[src/hdl/paf_pkg.sv]
`default_nettype none
package paf_pkg;

   localparam int POS_W      = 20;
   localparam int ACC_W      = 24;
   localparam int OFF_W      = POS_W + 1;
   localparam int DIST_W     = 2 * OFF_W;
   localparam int MAG_W      = ACC_W;
   localparam int FRAC_SHIFT = 20;
   localparam int NUM_W      = MAG_W + FRAC_SHIFT;
   localparam int PROD_W     = OFF_W + ACC_W;
   localparam int TERM_SHIFT = 10;
   localparam int TERM_W     = PROD_W - TERM_SHIFT;
   localparam int SUM_W      = TERM_W + 1;

   localparam int WORD_W     = 64;
   localparam int WORD_REGS  = 4;
   localparam int WORD_IDX_W = 2;
   localparam int CNT_W      = 3;
   localparam int CSR_IDX_W  = 3;
   localparam int MAX_ATTRACTORS_DEFAULT = 4;

   localparam int FRONT_LAT  = 3;
   localparam int DIV_LAT    = NUM_W + 1;
   localparam int SIDE_DEPTH = FRONT_LAT + DIV_LAT;

   localparam logic [CSR_IDX_W-1:0] CSR_COUNT  = 3'd0;
   localparam logic [CSR_IDX_W-1:0] CSR_WORD_0 = 3'd1;

   localparam logic signed [ACC_W-1:0] ACC_MAX = {1'b0, {(ACC_W-1){1'b1}}};
   localparam logic signed [ACC_W-1:0] ACC_MIN = {1'b1, {(ACC_W-1){1'b0}}};

   typedef struct packed {
      logic signed [OFF_W-1:0]  ox;
      logic signed [OFF_W-1:0]  oy;
      logic        [DIST_W-1:0] d;
      logic        [MAG_W-1:0]  mag;
      logic                     neg;
   } paf_front_type;

   typedef struct packed {
      logic signed [OFF_W-1:0] ox;
      logic signed [OFF_W-1:0] oy;
      logic signed [ACC_W-1:0] q;
      logic                    satq;
      logic                    zero;
   } paf_quot_type;

   typedef struct packed {
      logic signed [ACC_W-1:0] accx;
      logic signed [ACC_W-1:0] accy;
      logic                    last;
   } paf_side_type;

   typedef struct packed {
      logic signed [TERM_W-1:0] tx;
      logic signed [TERM_W-1:0] ty;
      logic                     zero;
      logic                     satq;
   } paf_term_type;

   typedef struct packed {
      logic signed [ACC_W-1:0] accx;
      logic signed [ACC_W-1:0] accy;
      logic                    sat;
      logic                    sing;
      logic                    last;
   } paf_sum_type;

   typedef struct packed {
      logic signed [ACC_W-1:0] value;
      logic                    clamped;
   } paf_clamp_type;

   function automatic paf_clamp_type clamp_acc(input logic signed [SUM_W-1:0] v);
      paf_clamp_type r;
      r.clamped = 1'b0;
      r.value   = v[ACC_W-1:0];
      if (v > SUM_W'(ACC_MAX)) begin
         r.value   = ACC_MAX;
         r.clamped = 1'b1;
      end else if (v < SUM_W'(ACC_MIN)) begin
         r.value   = ACC_MIN;
         r.clamped = 1'b1;
      end
      return r;
   endfunction

endpackage
`default_nettype wire

[src/hdl/paf_front.sv]
`default_nettype none
module paf_front (
   input  wire logic                               clock,
   input  wire logic signed [paf_pkg::POS_W-1:0]  pos_x,
   input  wire logic signed [paf_pkg::POS_W-1:0]  pos_y,
   input  wire logic        [paf_pkg::WORD_W-1:0] word,
   output paf_pkg::paf_front_type                  front
);
   localparam int PW = paf_pkg::POS_W;
   localparam int AW = paf_pkg::ACC_W;
   localparam int OW = paf_pkg::OFF_W;
   localparam int DW = paf_pkg::DIST_W;

   logic signed [PW-1:0] ax, ay;
   logic signed [AW-1:0] s;
   paf_pkg::paf_front_type s1_in, s1_ff, s2_ff, s3_in, s3_ff;
   logic [DW-1:0] sqx_in, sqy_in, sqx_ff, sqy_ff;

   assign ax = word[PW-1:0];
   assign ay = word[2*PW-1:PW];
   assign s  = word[2*PW+AW-1:2*PW];

   always_comb begin
      s1_in     = '0;
      s1_in.ox  = OW'(ax) - OW'(pos_x);
      s1_in.oy  = OW'(ay) - OW'(pos_y);
      s1_in.neg = s[AW-1];
      s1_in.mag = s[AW-1] ? AW'(-s) : AW'(s);
   end

   assign sqx_in = DW'(s1_ff.ox) * DW'(s1_ff.ox);
   assign sqy_in = DW'(s1_ff.oy) * DW'(s1_ff.oy);

   always_comb begin
      s3_in   = s2_ff;
      s3_in.d = sqx_ff + sqy_ff;
   end

   always_ff @(posedge clock) begin
      s1_ff    <= s1_in;
      s2_ff    <= s1_ff;
      sqx_ff   <= sqx_in;
      sqy_ff   <= sqy_in;
      s3_ff    <= s3_in;
   end

   assign front = s3_ff;
endmodule
`default_nettype wire

[config.mk]
export PLATFORM = sky130hd
export DESIGN_NAME = paf_front
export DESIGN_NICKNAME = d
export VERILOG_FILES = /design/src/hdl/paf_pkg.sv /design/src/hdl/paf_front.sv
export SDC_FILE = /design/constraint.sdc
export NUM_CORES = 2
export LEC_CHECK = 0
export BUFFER_PORTS_ARGS = -buffer_cell sky130_fd_sc_hd__buf_2
export CORE_ASPECT_RATIO = 0.7
export CORE_MARGIN = 3
export CORE_UTILIZATION = 39
export CTS_CLUSTER_DIAMETER = 200
export DETAILED_ROUTE_END_ITERATION = 10
export SYNTH_ARGS = -nofsm -noshare
export SYNTH_HDL_FRONTEND = slang
export SYNTH_SLANG_ARGS = --single-unit
[constraint.sdc]
create_clock -name clock -period 8.9 [get_ports clock]
set_input_delay 1.335 -clock clock [delete_from_list [all_inputs] [get_ports clock]]
set_output_delay 1.335 -clock clock [all_outputs]
set_load 0.05 [all_outputs]
==> flow_metrics.py <==
metrics = {
    "status": {
        "outcome": "finished clean",
    },
    "clock_tree": {
        "cts_tree": "yes",
        "cts_buffers": 37,
        "cts_setup_buffers": 0,
        "hold_buffers": 0,
        "cts_root_buf": "clkbuf_16",
        "path_clk_slew_ps": 60,
        "cts_resized": 0,
        "cts.htree.levels": 2,
        "cts.sinks": 323,
        "clock_latency_ps": 580,
        "clock_path_buffers": 3,
    },
    "synth": {
        "synth_common_cells": "inv_1 (1171), fa_1 (830), ha_1 (337), dfxtp_1 (323), nand2_1 (301)",
        "syn_nets": 5411,
        "yosysSeqAreaShare": 0.160,
        "yosysTopAreaCell": "fa_1",
        "synth-edff-count": 0,
        "synth_top_area_share": 0.412,
        "synth-seq-cells": 323,
        "ys_types": 77,
        "ys_warn_count": 0,
        "avgSynthCellArea_um2": 9.74,
        "ys.flop_type": "dfxtp_1",
        "yosysMostFrequentCell": "inv_1",
        "synthArstFlopShare": 0,
        "yosys-top-cells-area": "fa_1 (41%), dfxtp_1 (16%), inv_1 (11%)",
        "syn_inst": 4139,
        "syn_area_mm2": 0.0403,
    },
    "setup_path": {
        "startpoint_type": "register",
        "crit_fanout": 24,
        "worstSetupEndpointType": "register",
        "critical_path_class": "register to register",
        "cp.arrival_ps": 8250,
        "required_ps": 9380,
    },
    "min_path": {
        "worstHoldPathType": "register to register",
    },
    "timing": {
        "worst_pin_slew_ps": 1110,
        "finalSetupTns_ps": 0,
        "setup_viol": 0,
        "whs_ps": 310,
        "fmax_mhz": 129,
        "slew_headroom": 0.262,
        "rsz0062_at_grt": "false",
        "worst_slack_ps": 1130,
        "final_max_slew_viol_count": 0,
        "clock_skew_ps": 40.0,
        "final_hold_viol_count": 0,
        "min_period_ps": 7770,
        "post-route-period-util": 0.873,
    },
    "floorplan": {
        "initial_core_util": 0.398,
        "coreArea_mm2": 0.101,
        "rows": 97,
        "die_w_um": 390,
        "die-area_mm2": 0.107,
        "die_h_um": 275,
        "num_io_pins": 214,
    },
    "routing": {
        "vias": 27000,
        "ant_nets": 0,
        "totalWireLength_um": 92100,
        "drc": 0,
        "initialDrtViolationCount": 1341,
        "viasPerCell": 4.73,
        "wl_per_cell_um": 16.1,
        "drt-pass1-iter-count": 5,
    },
    "global_routing": {
        "grtUsageTotal": 0.180,
        "grt_pass1_wl_um": 152000,
        "antenna_found_initial": 0,
        "grt_overflow": 0,
        "grt_pass1_vias": 28400,
        "grt_max_degree": 26,
    },
    "place": {
        "hpwl_um": 78100,
        "port_buffers": 213,
        "pre_cts_ws_ps": 1230,
        "globalplace.congestion": 0.866,
        "dp_cells": 5636,
    },
    "job": {
        "max_cap_violations": 0,
    },
    "final_layout": {
        "fin_nets": 5611,
        "instances_no_fill": 5703,
        "multi_input_area_mm2": 0.0291,
        "fillCellCount": 9802,
        "ff_latch_area_mm2": 0.00647,
        "area_growth_pct": 9.79,
        "drive_above_1_share": 0.0816,
    },
}
[sequential cells by signal (all words and copies together) (netlist names)]
signal and cells:
front 109, s1_ff 67, s2_ff 66, sqx_ff 41, sqy_ff 40
[stage by stage]
stage               instance area, µm²  utilization
global placement                 43000        0.425
floorplan                        40300            -
global route                     44200        0.437
finish                           44200        0.437
CTS                              44200        0.437
detailed placement               43000        0.425
[metal layers]
layer | track usage | up-vias | part of all wire
met3 | 0.0480 | 88 | 0.079
met2 | 0.271 | 645 | 0.43
li1 | - | 12700 | -
met5 | 0 | - | 0
met1 | 0.262 | 13500 | 0.47
met4 | 0.0317 | 0 | 0.016
[final cells by class]
class                           instances  area share
Tap cell                             1336      0.0378
Sequential cell                       323       0.146
Antenna cell                            3    0.000170
Clock inverter                         18     0.00475
Timing Repair Buffer                  259      0.0319
Multi-Input combinational cell       2545       0.657
Inverter                             1173      0.0995
Clock buffer                           46      0.0228
[placed cells by master (no fill, tap or decap), drive strengths merged, types with 6 or more instances in the layout]
cell and count:
a41oi 6, nor2b 24, nand2 301, or2 10
inv 1177, o21ai 64, o211ai 12, a31o 13
o311ai 7, buf 259, or3 6, o41ai 8
xnor2 151, nor2 157, and2 140, clkinv 8
a21boi 7, clkbuf 46, a21oi 96, nand4 7
a31oi 6, a21o 53, and3 14, o21bai 17
ha 337, a211oi 27, o21a 35, nor3 40
dfxtp 323, fa 830, nor4 8, xor2 43
o31ai 11, nand3 22, nand2b 27
[worst max-delay path: stages, from the launching register on]
cell	delay (ps)
dfxtp_1	1050
and2_1	280
inv_1	70
fa_1	530
inv_1	40
ha_1	260
inv_1	50
fa_1	530
inv_1	50
fa_1	500
inv_1	50
fa_1	540
inv_1	50
fa_1	490
inv_1	50
fa_1	470
inv_1	40
ha_1	230
a211o_1	300
o221a_2	270
o221ai_1	190
a21oi_1	160
a21oi_1	610
o211ai_1	270
a31o_2	290
a21oi_1	160
xnor2_1	130
[path summary, 6_finish.rpt]
check,cells past startpoint,end,slack [ps],startpoint
max reg2reg,26,sqx_ff[41],1130,s1_ff[99]
min reg2reg,0,front[93],310,s2_ff[93]
min,0,front[93],310,s2_ff[93]
max,26,sqx_ff[41],1130,s1_ff[99]
[cell families after synthesis]
kind of cell | Yosys count | synth area share
flops | 323 | 0.160
simple gates | 775 | 0.0909
xor+xnor | 194 | 0.0422
mux | 4 | 0.00106
compound gates | 405 | 0.0701
buf+inv | 1271 | 0.118
fa+ha+maj | 1167 | 0.517
Power is not shown: default switching activity piles up to over one toggle a cycle in this logic, so the estimate is an artifact.
